==> config.mk <==
export PLATFORM = sky130hd
export DESIGN_NAME = qab_fifo
export DESIGN_NICKNAME = d
export VERILOG_FILES = /design/src/rtl/qab_pkg.sv /design/src/rtl/qab_fifo.sv
export SDC_FILE = /design/constraint.sdc
export NUM_CORES = 1
export LEC_CHECK = 0
export BUFFER_PORTS_ARGS = -buffer_cell sky130_fd_sc_hd__buf_2
export CAP_MARGIN = 10
export CORE_MARGIN = 5
export CORE_UTILIZATION = 45
export DETAILED_ROUTE_END_ITERATION = 16
export PLACE_DENSITY = 0.79
export SETUP_SLACK_MARGIN = 0.2
export SLEW_MARGIN = 10
export SYNTH_ARGS = -nofsm -noshare
export SYNTH_HDL_FRONTEND = slang
export SYNTH_SLANG_ARGS = --single-unit
==> constraint.sdc <==
create_clock -name clk_i -period 7.7 [get_ports clk_i]
set_clock_uncertainty 0.05 [all_clocks]
set_input_delay 0.385 -clock clk_i [delete_from_list [all_inputs] [get_ports clk_i]]
set_output_delay 0.385 -clock clk_i [all_outputs]
set_load 0.01 [all_outputs]
==> src/rtl/qab_pkg.sv <==
package qab_pkg;

  localparam int CoordW      = 16;
  localparam int FracBitsDef = 4;
  localparam int RootBits    = 18;
  localparam int QueueDepth  = 2;
  localparam int SumW        = CoordW + 2;
  localparam int DiffW       = CoordW + 1;
  localparam int SizeW       = RootBits + 1;

  // one input word: four corners
  typedef struct packed {
    logic signed [CoordW-1:0] corner0_x;
    logic signed [CoordW-1:0] corner0_y;
    logic signed [CoordW-1:0] corner1_x;
    logic signed [CoordW-1:0] corner1_y;
    logic signed [CoordW-1:0] corner2_x;
    logic signed [CoordW-1:0] corner2_y;
    logic signed [CoordW-1:0] corner3_x;
    logic signed [CoordW-1:0] corner3_y;
  } in_item_t;

  // one result word
  typedef struct packed {
    logic signed [CoordW-1:0] box_left;
    logic signed [CoordW-1:0] box_top;
    logic        [CoordW-1:0] box_width;
    logic        [CoordW-1:0] box_height;
    logic                     degenerate;
  } out_item_t;

  // values carried alongside the root pipelines
  typedef struct packed {
    logic        [CoordW-1:0] w;
    logic        [CoordW-1:0] h;
    logic signed [SumW-1:0]   sx;
    logic signed [SumW-1:0]   sy;
    logic                     degen;
  } side_t;

  // classified word handed from front to back
  typedef struct packed {
    logic signed [DiffW-1:0] d01x;
    logic signed [DiffW-1:0] d01y;
    logic signed [DiffW-1:0] d12x;
    logic signed [DiffW-1:0] d12y;
    side_t                   side;
  } front_t;

endpackage

==> src/rtl/qab_fifo.sv <==
module qab_fifo #(
  parameter int Depth = qab_pkg::QueueDepth
) (
  input  logic            clk_i,
  input  logic            rst_ni,
  input  logic            valid_i,
  output logic            ready_o,
  input  qab_pkg::front_t item_i,
  output logic            valid_o,
  input  logic            ready_i,
  output qab_pkg::front_t item_o
);
  import qab_pkg::*;

  localparam int PtrW = $clog2(Depth);
  localparam int CntW = $clog2(Depth + 1);

  front_t          mem_q [Depth];
  logic [PtrW-1:0] wr_q, rd_q;
  logic [CntW-1:0] cnt_q;
  logic            push, pop;

  assign ready_o = cnt_q != CntW'(Depth);
  assign valid_o = cnt_q != '0;
  assign item_o  = mem_q[rd_q];
  assign push    = valid_i && ready_o;
  assign pop     = valid_o && ready_i;

  // pointers and fill count
  always_ff @(posedge clk_i or negedge rst_ni) begin
    if (!rst_ni) begin
      wr_q  <= '0;
      rd_q  <= '0;
      cnt_q <= '0;
    end else begin
      if (push) wr_q <= (wr_q == PtrW'(Depth - 1)) ? '0 : wr_q + 1'b1;
      if (pop)  rd_q <= (rd_q == PtrW'(Depth - 1)) ? '0 : rd_q + 1'b1;
      if (push && !pop) cnt_q <= cnt_q + 1'b1;
      else if (pop && !push) cnt_q <= cnt_q - 1'b1;
    end
  end

  // storage
  always_ff @(posedge clk_i) begin
    if (push) mem_q[wr_q] <= item_i;
  end

endmodule

==> flow_metrics.tcl <==
set metrics [dict create \
    finalHoldViolCount 0 \
    die_area_um2 25600 \
    total_power_uw 4880 \
    grt_util_met3_pct 4.72 \
    busiest_layer "met2" \
    peakVddDrop_mv 0.268 \
    slew_viol_final 0 \
    maxCapViolCount 0 \
    synth_area_um2 10100 \
    synth_nets 586 \
    p_leak_uw 0.00529 \
    rows 54 \
    outcome "completed" \
    synth_cell_types 14 \
    h-tree-depth 1 \
    globalplace.congestion 0.714 \
    cp.arrival_ps 3130 \
    clockBufferDepth 3 \
    netlist_instances 444 \
    wl_um 22500 \
    cts_setup_buffers 0 \
    postSynthAreaPerCell_um2 22.8 \
    ys_ff_latch 278 \
    fin_util_pct 63.8 \
    worst-setup-path-type "flip-flop to output port" \
    yosysWarningCount 0 \
    multi_input_area_um2 1650 \
    tightest_slew_ps 1090 \
    post-route-min-period_ps 3560 \
    wire_per_inst_um 19.1 \
    antennaDiodeCount 0 \
    endpoint_kind "output port" \
    rsz0062_at_grt "no" \
    die_h_um 160 \
    finalCritPeriodShare_pct 46.3 \
    hold_start "item_i[122]" \
    yosysSeqAreaShare_pct 82.2 \
    synthToLayoutAreaGrowth_pct 38.2 \
    drt-initial-drc-count 264 \
    vias 5719 \
    ant_nets 0 \
    max_freq_mhz 281 \
    cts_tree "built" \
    grt_pass1_vias 6366 \
    final_nets 1021 \
    grt_max_degree 77 \
    r2r_start "cnt_q[0]$_DFFE_PN0P_" \
    cts_inserted_buffers 28 \
    io_pins 280 \
    ctsHoldBuffers 137 \
    power_density_nw_per_um2 349 \
    hpwl_um 13100 \
    grt_pass1_wl_um 35000 \
    clkLatencyLatePin_ps 520 \
    fillers 1481 \
    startpoint "rd_q$_DFFE_PN0P_" \
    hold_class "input port to flip-flop" \
    worstPathRequired_ps 7260 \
    slowest_stage "dfrtp_4" \
    clk_pin_slew_ps 60 \
    max_stage_delay_ps 970 \
    cp_max_fo 76 \
    cts.sinks 278 \
    core_um2 22000 \
    met1_usage_pct 19.8 \
    root_buffer "clkbuf_16" \
    initial_utilization_pct 46.1 \
    gr-total-overflow 0 \
    grtUsageMet2_pct 31.3 \
    viasPerCell 4.84 \
    antenna_found_initial 0 \
    path_cells "buf_4, mux2_2, buf_2" \
    startpoint_type "flip-flop" \
    seq_area_um2 8330 \
    port_buffers 279 \
    crit_buf_inv 2 \
    critPathTopFamily "buffers and inverters" \
    firstDrtPassIters 4 \
    grt_usage_pct 17.0 \
    setup_viol 0 \
    drive_gt1_share_pct 51.6 \
    post_cts_resized 0 \
    slew_headroom_pct 27.6 \
    tns_ps 0 \
    die_w_um 160 \
    drc 0 \
]
Yosys cell counts, drive strengths merged:
library cell  instances  area, um^2
edfxtp              274        8230
buf                  15         163
dfrtp                 4         100
and3                  1        6.26
or2                   1        6.26
xnor2                 3        26.3
nand2                 2        7.51
nand2b                1        6.26
nor2                  2        7.51
xor2                  2        17.5
mux2                137        1540
ha                    1        12.5
inv                   1        3.75
placed cells by master (no fill, tap or decap), drive strengths merged, types with 3 or more instances in the layout:
master,count
buf,283
edfxtp,274
mux2,137
dlygate4sd3,137
clkbuf,33
clkinv,14
dfrtp,4
xnor2,3
clkinvlp,3
final cells by class:
type | count | share of cell area (%)
clock inverters | 19 | 0.929
inverters | 1 | 0.0268
clock buffers | 33 | 5.29
well taps | 280 | 2.50
multi-input cells | 150 | 11.8
repair buffers | 420 | 20.0
flip-flops and latches | 278 | 59.5
path summary, 6_finish.rpt:
check / end / slack, ps / cells past startpoint
min reg2reg: cnt_q[1]$_DFFE_PN0P_ / 450 / 1
min: mem_q[1][122]$_DFFE_PP_ / 50 / 1
max reg2reg: mem_q[1][21]$_DFFE_PP_ / 4880 / 3
min in group asynchronous: wr_q$_DFFE_PN0P_ / 150 / 2
max: item_o[76] / 4140 / 3
max in group asynchronous: rd_q$_DFFE_PN0P_ / 7300 / 2
metrics by stage:
| step | instances | hold slack, ps | instance area, um^2 | worst slack [ps] |
|---|---|---|---|---|
| final | 1181 | 45.9 | 14000 | 4140 |
| after global routing | 1181 | 21.2 | 14000 | 4000 |
| after CTS | 1181 | 8.67 | 14000 | 4130 |
| after detailed placement | 992 | 148 | 11800 | 4710 |
| after global placement | 992 | 146 | 11800 | 4720 |
| after floorplan | 444 | 39.4 | 10100 | 625 |
report_power, final:
| group | internal, uW | switching, uW | total [uW] |
|---|---|---|---|
| Clock | 722 | 542 | 1260 |
| Combinational | 656 | 744 | 1400 |
| Sequential | 2070 | 143 | 2220 |
cell families (layout without fill, tap and decap cells):
kind of cell	count (synthesis)	in the layout	share of synthesized area, %
fa+ha+maj	1	1	0.124
buf+inv	16	473	1.64
flops	278	278	82.2
xor+xnor	5	5	0.432
mux	137	137	15.2
simple gates	7	7	0.334
state kept, by name, summed over array words and instances (netlist names):
signal / count
cnt_q: 2
mem_q: 274
rd_q: 1
wr_q: 1
metal layers:
| layer | vias to the layer above | part of all wire, % |
|---|---|---|
| met5 | - | 0 |
| met4 | 0 | 2.3 |
| met3 | 43 | 7.0 |
| met2 | 235 | 53 |
| met1 | 2796 | 38 |
| li1 | 2645 | - |
Power figures use the tool's default switching activity.
