<file path="src/rtl/qab_pkg.sv">
package qab_pkg;

  localparam int CoordW      = 16;
  localparam int FracBitsDef = 4;
  localparam int RootBits    = 18;
  localparam int QueueDepth  = 2;
  localparam int SumW        = CoordW + 2;
  localparam int DiffW       = CoordW + 1;
  localparam int SizeW       = RootBits + 1;

  // one input word: four corners
  typedef struct packed {
    logic signed [CoordW-1:0] corner0_x;
    logic signed [CoordW-1:0] corner0_y;
    logic signed [CoordW-1:0] corner1_x;
    logic signed [CoordW-1:0] corner1_y;
    logic signed [CoordW-1:0] corner2_x;
    logic signed [CoordW-1:0] corner2_y;
    logic signed [CoordW-1:0] corner3_x;
    logic signed [CoordW-1:0] corner3_y;
  } in_item_t;

  // one result word
  typedef struct packed {
    logic signed [CoordW-1:0] box_left;
    logic signed [CoordW-1:0] box_top;
    logic        [CoordW-1:0] box_width;
    logic        [CoordW-1:0] box_height;
    logic                     degenerate;
  } out_item_t;

  // values carried alongside the root pipelines
  typedef struct packed {
    logic        [CoordW-1:0] w;
    logic        [CoordW-1:0] h;
    logic signed [SumW-1:0]   sx;
    logic signed [SumW-1:0]   sy;
    logic                     degen;
  } side_t;

  // classified word handed from front to back
  typedef struct packed {
    logic signed [DiffW-1:0] d01x;
    logic signed [DiffW-1:0] d01y;
    logic signed [DiffW-1:0] d12x;
    logic signed [DiffW-1:0] d12y;
    side_t                   side;
  } front_t;

endpackage

</file>
<file path="src/rtl/qab_if.sv">
interface qab_in_if;
  import qab_pkg::*;
  logic     valid;
  logic     ready;
  in_item_t data;
  modport source (output valid, output data, input ready);
  modport sink (input valid, input data, output ready);
endinterface


</file>
<file path="src/rtl/qab_front.sv">
module qab_front (
  input  logic            clk_i,
  input  logic            rst_ni,
  qab_in_if.sink          in_i,
  output logic            valid_o,
  output qab_pkg::front_t item_o,
  input  logic            ready_i
);
  import qab_pkg::*;

  logic signed [CoordW-1:0] xs [4];
  logic signed [CoordW-1:0] ys [4];
  logic signed [CoordW-1:0] xmin, xmax, ymin, ymax;
  logic signed [DiffW-1:0]  wd, hd;
  logic signed [SumW-1:0]   sx, sy;
  logic                     vld_q;
  front_t                   item_q, item_d;

  // corner unpacking
  always_comb begin
    xs[0] = in_i.data.corner0_x;
    xs[1] = in_i.data.corner1_x;
    xs[2] = in_i.data.corner2_x;
    xs[3] = in_i.data.corner3_x;
    ys[0] = in_i.data.corner0_y;
    ys[1] = in_i.data.corner1_y;
    ys[2] = in_i.data.corner2_y;
    ys[3] = in_i.data.corner3_y;
  end

  // bounding box and corner sums
  always_comb begin
    xmin = xs[0];
    xmax = xs[0];
    ymin = ys[0];
    ymax = ys[0];
    sx   = SumW'(xs[0]);
    sy   = SumW'(ys[0]);
    for (int i = 1; i < 4; i++) begin
      if (xs[i] < xmin) xmin = xs[i];
      if (xs[i] > xmax) xmax = xs[i];
      if (ys[i] < ymin) ymin = ys[i];
      if (ys[i] > ymax) ymax = ys[i];
      sx = sx + SumW'(xs[i]);
      sy = sy + SumW'(ys[i]);
    end
  end

  assign wd = DiffW'(xmax) - DiffW'(xmin);
  assign hd = DiffW'(ymax) - DiffW'(ymin);

  // edge differences and sideband
  always_comb begin
    item_d.d01x       = DiffW'(xs[0]) - DiffW'(xs[1]);
    item_d.d01y       = DiffW'(ys[0]) - DiffW'(ys[1]);
    item_d.d12x       = DiffW'(xs[1]) - DiffW'(xs[2]);
    item_d.d12y       = DiffW'(ys[1]) - DiffW'(ys[2]);
    item_d.side.w     = wd[CoordW-1:0];
    item_d.side.h     = hd[CoordW-1:0];
    item_d.side.sx    = sx;
    item_d.side.sy    = sy;
    item_d.side.degen = (wd == '0) || (hd == '0);
  end

  assign in_i.ready = !vld_q || ready_i;

  always_ff @(posedge clk_i or negedge rst_ni) begin
    if (!rst_ni) begin
      vld_q <= 1'b0;
    end else if (in_i.ready) begin
      vld_q <= in_i.valid;
    end
  end

  always_ff @(posedge clk_i) begin
    if (in_i.ready && in_i.valid) begin
      item_q <= item_d;
    end
  end

  assign valid_o = vld_q;
  assign item_o  = item_q;

endmodule

</file>
<file path="src/flat_wrapper.sv">
// flat-port wrapper written by rule: the top's interface ports become plain ports
module qab_front_flat import qab_pkg::*;
  (clk_i, rst_ni, valid_o, item_o, ready_i, in_i_valid, in_i_data, in_i_ready);
  qab_in_if in_i_i ();
  input  logic clk_i;
  input  logic rst_ni;
  output logic valid_o;
  output qab_pkg::front_t item_o;
  input  logic ready_i;
  input wire logic [$bits(in_i_i.valid)-1:0] in_i_valid;
  input wire logic [$bits(in_i_i.data)-1:0] in_i_data;
  output wire logic [$bits(in_i_i.ready)-1:0] in_i_ready;
  assign in_i_i.valid = in_i_valid;
  assign in_i_i.data = in_i_data;
  assign in_i_ready = in_i_i.ready;
  qab_front u_core (.clk_i(clk_i), .rst_ni(rst_ni), .in_i(in_i_i), .valid_o(valid_o), .item_o(item_o), .ready_i(ready_i));
endmodule
</file>
<file path="config.mk">
export PLATFORM = sky130hd
export DESIGN_NAME = qab_front_flat
export DESIGN_NICKNAME = d
export VERILOG_FILES = /design/src/rtl/qab_pkg.sv /design/src/rtl/qab_if.sv /design/src/rtl/qab_front.sv /design/src/flat_wrapper.sv
export SDC_FILE = /design/constraint.sdc
export NUM_CORES = 1
export LEC_CHECK = 0
export ABC_AREA = 1
export BUFFER_PORTS_ARGS = -buffer_cell sky130_fd_sc_hd__buf_2
export CAP_MARGIN = 15
export CELL_PAD_IN_SITES_DETAIL_PLACEMENT = 0
export CELL_PAD_IN_SITES_GLOBAL_PLACEMENT = 1
export CORE_MARGIN = 1
export CORE_UTILIZATION = 25
export CTS_BUF_LIST = sky130_fd_sc_hd__clkbuf_4
export CTS_CLUSTER_SIZE = 24
export DETAILED_ROUTE_END_ITERATION = 12
export PLACE_DENSITY_LB_ADDON = 0.25
export SYNTH_ARGS = -nofsm -noshare
export SYNTH_HDL_FRONTEND = slang
export SYNTH_SLANG_ARGS = --single-unit
</file>
<file path="constraint.sdc">
create_clock -name clk_i -period 9.45 [get_ports clk_i]
set_clock_uncertainty 0.2 [all_clocks]
set_input_delay 1.89 -clock clk_i [delete_from_list [all_inputs] [get_ports clk_i]]
set_output_delay 1.89 -clock clk_i [all_outputs]
set_load 0.02 [all_outputs]
</file>
==> results.py, run 1 <==
metrics = {
    "run_status": {
        "status": "finished clean",
    },
    "floorplanning": {
        "die_area_sq_mm": 0.0659,
        "core_area_sq_mm": 0.0635,
        "fp.dieH_um": 257,
        "die_x_um": 257,
        "rows": 92,
        "initial_core_util_pct": 25.5,
        "ioPinCount": 271,
    },
    "synthesis": {
        "synth-simple-area-share_pct": 18.3,
        "synth_top_family_by_area": "adder cells",
        "yosys.area.top_type": "edfxtp_1",
        "synthXorXnorAreaFrac_pct": 6.48,
        "synth.net_count": 2382,
        "synth_warnings": 0,
        "seq_area_frac_synth_pct": 25.5,
        "synth_cell_type_count": 50,
        "yosys_register_bits": 138,
        "synth.avg_cell_area_sq_um": 8.42,
        "async_flop_share_pct": 0.725,
        "synth_ff_type": "edfxtp_1",
        "syn_area_sq_mm": 0.0162,
        "synth_edf_count": 137,
        "synth_common_cells": "nand2_1, ha_1, inv_1",
        "syn_inst": 1926,
        "synth.area.mux_share_pct": 0,
        "synth_area_leaders": "edfxtp_1, ha_1, fa_1, nand2_1, inv_1",
        "synth_compound_area_share_pct": 14.3,
        "synthAdderAreaFrac_pct": 28.3,
        "synth_top_area_share_pct": 25.4,
        "synth_most_common_cell": "nand2_1",
    },
    "placement": {
        "dp_hpwl_mm": 48.4,
        "place_congestion": 0.920,
        "io_buffer_count": 270,
        "place_ws_ns": -1.14,
        "place_inst": 3424,
    },
    "timing": {
        "final-setup-viol-count": 0,
        "fin_hold_ws_ns": 0.418,
        "period_minus_slack_ns": 8.98,
        "rsz0062_at_grt": "yes",
        "worst_pin_slew_ns": 0.834,
        "fmax_ghz": 0.111,
        "fin_crit_sh_pct": 95.0,
        "final_max_slew_viol_count": 0,
        "finalHoldViolCount": 0,
        "setup_slack_ns": 0.470,
        "maxSlewHeadroom_pct": 44.4,
        "tns_ns": 0,
    },
    "drt": {
        "drt-pass1-iter-count": 5,
        "top_layer": "met4",
        "final_antenna_net_count": 0,
        "route.detailed.drc": 0,
        "dr_wl_met3_mm": 1.91,
        "dr_wl_met2_mm": 28.7,
        "wirelength_mm": 56.4,
        "wl_per_cell_um": 16.3,
        "wl_met1_mm": 25.2,
        "num_vias": 15600,
        "viasPerCell": 4.49,
        "drtIter0Drc": 764,
    },
    "min_path": {
        "worstHoldStart": "u_core.valid_o",
        "hold_class": "reg2reg",
        "hold_depth": 2,
        "whs_endpoint": "u_core.valid_o",
    },
    "setup_path": {
        "setup.worst_path.start": "in_i_data[71]",
        "startpoint_type": "input port",
        "cp_data_required_time_ns": 9.83,
        "crit_top_cell": "nand2_1",
        "crit_arrival_ns": 9.36,
        "path_class": "in2reg",
        "cp-end-kind": "flop",
        "slowest_stage": "fa_2",
        "worstReg2RegStart": "u_core.valid_o",
        "r2r_cells": 2,
        "rrSetupSlack_ns": 6.93,
        "path_max_fanout": 23,
        "max_stage_delay_ns": 0.36,
        "r2r-end": "u_core.item_o[19]",
    },
    "cts": {
        "hold_buffers": 0,
        "cts_root_buffer": "clkbuf_4",
        "cts_tree": "built",
        "cts.clk_slew.worst_paths_ns": 0.15,
        "clock-sinks": 138,
        "clockBufferDepth": 2,
        "numCtsBuffers": 17,
        "htree_levels": 4,
        "clk_latency_ns": 0.71,
    },
    "layout": {
        "layout.cells.non_filler": 3473,
        "num-fill-cells": 6710,
        "syn2layout_area_growth_pct": 37.4,
        "drive_gt1_share_pct": 32.6,
        "final_nets": 3065,
    },
    "global_routing": {
        "antenna_found_initial": 6,
        "overflow": 0,
        "grt_pass1_vias": 16100,
        "grt_pass1_wl_mm": 88.2,
        "track_usage_pct": 17.4,
        "grt_max_degree": 59,
    },
    "power_and_ir_drop": {
        "irDropWorstVdd_uv": 146,
        "p_leak_nw": 11.1,
        "powerDensity_mw_per_mm2": 263,
    },
    "run": {
        "timing.max_cap.violations": 0,
    },
}
==> how the worst max path moves through the flow <==
| stage | depth (start not counted) | endpoint |
|---|---|---|
| 2_1_floorplan | 2 | u_core.item_o[0] |
| 3_3_place_gp | 51 | u_core.item_o[0] |
| 3_5_place_dp | 51 | u_core.item_o[0] |
| 4_1_cts | 50 | u_core.item_o[0] |
| 5_1_grt | 50 | u_core.item_o[0] |
| 6_report | 56 | u_core.item_o[0] |
==> routing by layer <==
metal,up-vias,track usage [%]
met1,7296,21.5
met5,-,0
met4,0,4.43
li1,7977,-
met2,274,31.4
met3,37,2.47
==> sequential cells by signal, indices dropped and copies added, names as in the netlist <==
signal          flops
u_core.item_o     137
u_core.valid_o      1
==> where the power goes <==
part | total, mW | switching (mW) | internal [mW] | leakage, nW
Combinational | 4.42 | 2.34 | 2.07 | 9.66
Clock | 0.389 | 0.279 | 0.110 | 0.118
Sequential | 1.05 | 0.0524 | 1.00 | 1.32
Total | 5.86 | 2.67 | 3.19 | 11.1
==> area by class of cell <==
| cell class | instances | area, sq um | area share (%) |
|---|---|---|---|
| inverter | 244 | 916 | 4.11 |
| timing repair buffer | 703 | 4680 | 21.0 |
| clock inverter | 13 | 98.8 | 0.444 |
| sequential | 138 | 4140 | 18.6 |
| tap | 846 | 1060 | 4.75 |
| multi-input combinational | 1505 | 11200 | 50.4 |
| antenna | 5 | 12.5 | 0.0562 |
| clock buffer | 19 | 143 | 0.640 |
==> cells by family after synthesis <==
| kind of cell | Yosys count |
|---|---|
| buffers and inverters | 283 |
| and+or+nand+nor | 649 |
| adders and majority gates | 324 |
| xor gates and xnor gates | 120 |
| DFF | 138 |
| AOI/OAI and AO/OA | 412 |
==> placed cells by master, fill, tap and decap left out, drive strengths merged, types with 6 or more instances in the layout <==
cell,n
nor2,69
xor2,92
nand4,9
a211oi,10
a21oi,162
nor4,10
xnor2,28
clkinvlp,6
nand3b,6
inv,246
clkbuf,20
fa,72
edfxtp,137
nand2,402
o21bai,13
a31oi,9
nand3,134
ha,252
o21ai,187
buf,702
nor3,12
==> worst max-delay path, delay by kind of cell <==
family	cells	cell delay [ns]
compound gates	17	2.36
buf+inv	10	1.08
simple gates	23	2.47
xor+xnor	1	0.12
fa+ha+maj	5	1.43
==> metrics by stage <==
stage	util (%)	power, mW	instance area (sq um)
finish	35.0	5.86	22300
global route	35.0	6.44	22300
floorplan	-	3.34	16200
detailed placement	34.0	5.40	21600
global placement	34.0	5.36	21600
CTS	34.4	5.83	21900
==> timing repair <==
item | CTS | global route
setup endpoints to repair | 2 | 8
cloned | 0 | 1
pin swaps | 0 | 24
buffers inserted | 0 | 11
gates resized for setup | 2 | 76
(Power assumes the default switching activity.)
==> run 2: changes to the inputs <==
- CORE_UTILIZATION: 25 -> 45
- SKIP_LAST_GASP: not set -> 1
==> run 2 against run 1 <==
Effect of this change: clock-buffer cell count down 2; power down 4.5%; maximum frequency down 0.76%; via count down 1.1%; critical path depth down 8; wire length down 13%; sequential cell count unchanged; largest power group unchanged.
==> results.py, run 2 (synthesis results as in run 1) <==
metrics = {
    "setup_path": {
        "cpLargestDelayFamily": "compound AO/OA/AOI/OAI gates",
        "slowest_stage": "fa_1",
        "startpoint_type": "input port",
        "path_class": "in2reg",
        "cp_data_required_time_ns": 9.70,
        "crit_buf_inv": 9,
        "crit_top_cell": "nand2_1",
        "max_stage_delay_ns": 0.39,
        "path_max_fanout": 17,
        "cp-end-kind": "flop",
        "crit_arrival_ns": 9.30,
    },
    "timing": {
        "fmax_ghz": 0.111,
        "final_max_slew_viol_count": 0,
        "finalHoldViolCount": 0,
        "tns_ns": 0,
        "period_minus_slack_ns": 9.05,
        "maxSlewHeadroom_pct": 34.1,
        "fin_crit_sh_pct": 95.8,
        "final-setup-viol-count": 0,
        "worst_pin_slew_ns": 0.988,
        "setup_slack_ns": 0.401,
    },
    "placement": {
        "place_congestion": 0.998,
        "dp_hpwl_mm": 41.0,
        "io_buffer_count": 270,
        "place_inst": 2924,
        "place_ws_ns": -0.686,
    },
    "drt": {
        "wl_per_cell_um": 16.4,
        "num_vias": 15400,
        "drt-pass1-iter-count": 6,
        "route.detailed.drc": 0,
        "viasPerCell": 5.16,
        "wirelength_mm": 49.0,
        "drtIter0Drc": 683,
        "final_antenna_net_count": 0,
    },
    "layout": {
        "layout.cells.non_filler": 2986,
        "final_core_util_pct": 59.8,
        "layout_commonest_cell": "nand2_1",
        "final_cell_mix": "nand2_1, buf_4, buf_2, ha_1, inv_1",
        "largest_reg_flops": 137,
        "num-fill-cells": 3224,
        "syn2layout_area_growth_pct": 30.8,
        "drive_gt1_share_pct": 30.4,
        "final_nets": 2964,
    },
    "power_and_ir_drop": {
        "p_total_mw": 5.60,
        "irDropWorstVdd_uv": 155,
        "powerDensity_mw_per_mm2": 264,
        "p_leak_nw": 10.7,
    },
    "global_routing": {
        "overflow": 0,
        "antenna_found_initial": 2,
        "grt_max_degree": 70,
        "track_usage_pct": 26.6,
        "grt_pass1_vias": 15300,
        "grt_pass1_wl_mm": 75.5,
    },
    "run_status": {
        "status": "finished clean",
    },
    "cts": {
        "cts_tree": "built",
        "clock-sinks": 138,
        "clockBufferDepth": 2,
        "cts_root_buffer": "clkbuf_4",
        "numCtsBuffers": 17,
        "hold_buffers": 0,
        "cts.clk_slew.worst_paths_ns": 0.12,
        "clk_latency_ns": 0.61,
        "htree_levels": 4,
    },
    "floorplanning": {
        "die_x_um": 192,
        "rows": 69,
        "fp.dieH_um": 192,
        "die_area_sq_mm": 0.0368,
        "initial_core_util_pct": 45.7,
        "ioPinCount": 271,
        "core_area_sq_mm": 0.0355,
    },
    "min_path": {
        "hold_class": "reg2reg",
    },
    "run": {
        "timing.max_cap.violations": 0,
    },
}
-- run 2: cell types whose count changed in the layout (fill, tap and decap cells not counted), sizes merged --
cell      before  now
buf          702  599
inv          246  248
clkinvlp       6    2
clkinv         5    8
-- run 2: path summary, 6_finish.rpt --
kind                                start                 to  slack [ns]  depth (start not counted)
setup / recovery            in_i_data[82]   u_core.item_o[0]        0.40                         48
hold / removal             u_core.valid_o     u_core.valid_o        0.43                          2
setup reg to reg           u_core.valid_o  u_core.item_o[59]        6.61                          3
min in group asynchronous          rst_ni     u_core.valid_o        0.82                          1
max in group asynchronous          rst_ni     u_core.valid_o        8.15                          1
hold reg to reg            u_core.valid_o     u_core.valid_o        0.43                          2
-- run 2: cell type report --
| cell class | instances | area, sq um | area share, % |
|---|---|---|---|
| well taps | 461 | 577 | 2.72 |
| diodes | 5 | 12.5 | 0.0590 |
| repair buffers | 602 | 4030 | 19.0 |
| inverters | 244 | 916 | 4.32 |
| clock buffers | 17 | 128 | 0.602 |
| clock inverters | 14 | 96.3 | 0.454 |
| multi-input cells | 1505 | 11300 | 53.4 |
| flip-flops and latches | 138 | 4140 | 19.5 |
-- run 2: metrics by stage --
stage               hold WS, ns  instance area (sq um)
floorplan                 0.568                  16200
global placement          0.350                  20300
detailed placement        0.399                  20300
CTS                       0.428                  20600
global route              0.454                  21200
finish                    0.434                  21200
-- run 2: timing repair --
action                                 in CTS  in global routing
endpoints found under the hold margin       0                  0
setup endpoints to repair                   1                  8
resized for setup                           1                 89
pin swaps                                   0                 32
cloned                                      0                  4
buffers inserted                            0                 22
-- run 2: tightest hold or removal path, stage by stage (launching register included) --
cell     delay (ns)
dfrtp_1        0.45
nand2_1        0.10
nand2_1        0.06
-- run 2: per-layer routing --
layer	routed length [um]	share of wire [%]	GRT usage, %
met4	1840	3.7	12.0
met2	25700	52	49.7
met1	19100	39	29.6
met3	2350	4.8	3.89
met5	0	0	0
-- run 2: report_power, final --
group	switching, mW	internal, mW	total, mW
sequential	0.0503	1.00	1.05
combinational	2.23	1.95	4.18
clock	0.258	0.103	0.361
total	2.54	3.05	5.60
==> run 3: changes to the inputs <==
- MAX_ROUTING_LAYER: not set -> met4
==> run 3 against run 2 <==
Effect of this change: non-clock buffer count unchanged; hold slack worse by 0.043 ns; cell count did not move; sequential power about the same.
==> results.py, run 3 (synthesis results as in run 1) <==
metrics = {
    "layout": {
        "stdcell_area_sq_mm": 0.0213,
        "layout.cells.non_filler": 2986,
        "layout_commonest_cell": "nand2_1",
        "largest_reg_flops": 137,
        "final_core_util_pct": 59.9,
        "num-fill-cells": 3232,
        "syn2layout_area_growth_pct": 31.2,
        "drive_gt1_share_pct": 30.4,
        "final_nets": 2964,
        "final_cell_mix": "nand2_1, buf_4, buf_2, ha_1, inv_1",
    },
    "cts": {
        "clk_latency_ns": 0.61,
        "clock-sinks": 138,
        "clockBufferDepth": 2,
        "cts.clk_slew.worst_paths_ns": 0.12,
        "numCtsBuffers": 17,
        "cts_root_buffer": "clkbuf_4",
        "cts_tree": "built",
        "hold_buffers": 0,
        "htree_levels": 4,
    },
    "setup_path": {
        "crit_top_cell": "nand2_1",
        "max_stage_delay_ns": 0.34,
        "slowest_stage": "a2111oi_2",
        "startpoint_type": "input port",
        "rrSetupSlack_ns": 6.69,
        "cp_data_required_time_ns": 9.69,
        "cp-end-kind": "flop",
        "r2r_cells": 3,
        "setup.worst_path.start": "in_i_data[69]",
        "r2r-end": "u_core.item_o[87]",
        "path_max_fanout": 14,
        "path_class": "in2reg",
        "crit_arrival_ns": 9.24,
        "worstReg2RegStart": "u_core.valid_o",
        "critical_path.endpoint": "u_core.item_o[0]",
    },
    "timing": {
        "rsz0062_at_grt": "yes",
        "worst_pin_slew_ns": 0.964,
        "setup_slack_ns": 0.451,
        "period_minus_slack_ns": 9.00,
        "fmax_ghz": 0.111,
        "fin_crit_sh_pct": 95.2,
        "finalHoldViolCount": 0,
        "final_max_slew_viol_count": 0,
        "maxSlewHeadroom_pct": 35.7,
        "fin_hold_ws_ns": 0.390,
        "tns_ns": 0,
        "final-setup-viol-count": 0,
    },
    "placement": {
        "io_buffer_count": 270,
        "place_inst": 2936,
        "place_ws_ns": -0.611,
        "place_congestion": 0.943,
        "place_area_sq_mm": 0.0204,
        "dp_hpwl_mm": 41.2,
    },
    "global_routing": {
        "overflow": 0,
        "grt_pass1_vias": 15300,
        "track_usage_pct": 27.5,
        "grt_pass1_wl_mm": 75.8,
        "antenna_found_initial": 1,
        "grt_max_degree": 70,
    },
    "run": {
        "timing.max_cap.violations": 0,
    },
    "drt": {
        "viasPerCell": 5.17,
        "drtIter0Drc": 682,
        "route.detailed.drc": 0,
        "wirelength_mm": 48.9,
        "wl_per_cell_um": 16.4,
        "num_vias": 15400,
        "drt-pass1-iter-count": 5,
        "final_antenna_net_count": 0,
    },
    "floorplanning": {
        "die_area_sq_mm": 0.0368,
        "fp.dieH_um": 192,
        "die_x_um": 192,
        "core_area_sq_mm": 0.0355,
        "ioPinCount": 271,
        "rows": 69,
        "initial_core_util_pct": 45.7,
    },
    "power_and_ir_drop": {
        "irDropWorstVdd_uv": 192,
        "p_leak_nw": 10.7,
        "powerDensity_mw_per_mm2": 264,
        "p_total_mw": 5.62,
    },
    "min_path": {
        "hold_class": "reg2reg",
    },
    "run_status": {
        "status": "finished clean",
    },
}
[run 3: cell types whose count changed in the layout (fill, tap and decap cells not counted), moves of 3 or more]
cell      change
nor4_1        +3
nor4_2        -3
inv_1         -3
clkinv_2      -3
[run 3: final cells by class]
type	count	area, sq um	area share [%]
Tap cell	461	577	2.71
Antenna cell	4	10.0	0.0471
Inverter	244	918	4.32
Clock inverter	15	160	0.753
Sequential cell	138	4140	19.5
Timing Repair Buffer	602	4020	18.9
Multi-Input combinational cell	1505	11300	53.2
Clock buffer	17	128	0.600
[run 3: worst max-delay path: cells and delay by family]
| family | cells | cell delay, ns |
|---|---|---|
| compound gates | 17 | 2.37 |
| fa+ha+maj | 4 | 1.03 |
| buf+inv | 11 | 1.45 |
| simple gates | 26 | 2.45 |
[run 3: power breakdown]
group          switching, mW  internal, mW  total [mW]
Combinational           2.21          1.94        4.14
Sequential            0.0499          1.00        1.05
Clock                  0.264         0.161       0.426
[run 3: how the worst min path moves through the flow]
stage	start	to	slack (ns)	cells after the start
CTS	u_core.valid_o	u_core.valid_o	0.39	2
global route	u_core.valid_o	u_core.valid_o	0.45	2
finish	u_core.valid_o	u_core.valid_o	0.39	2
detailed placement	u_core.valid_o	u_core.valid_o	0.37	2
floorplan	u_core.valid_o	u_core.valid_o	0.57	2
global placement	u_core.valid_o	u_core.valid_o	0.35	2
[run 3: metal layers]
metal	vias to the layer above	part of all wire [%]	GRT usage [%]
met5	-	0	-
met4	0	3.6	11.3
met3	84	4.2	3.25
met2	357	53	50.2
met1	7221	40	30.1
li1	7778	-	-
[run 3: what timing repair did]
| item | CTS | global route |
|---|---|---|
| endpoints found under the setup margin | 0 | 10 |
| gates resized for setup | 0 | 98 |
| buffers inserted | 0 | 12 |
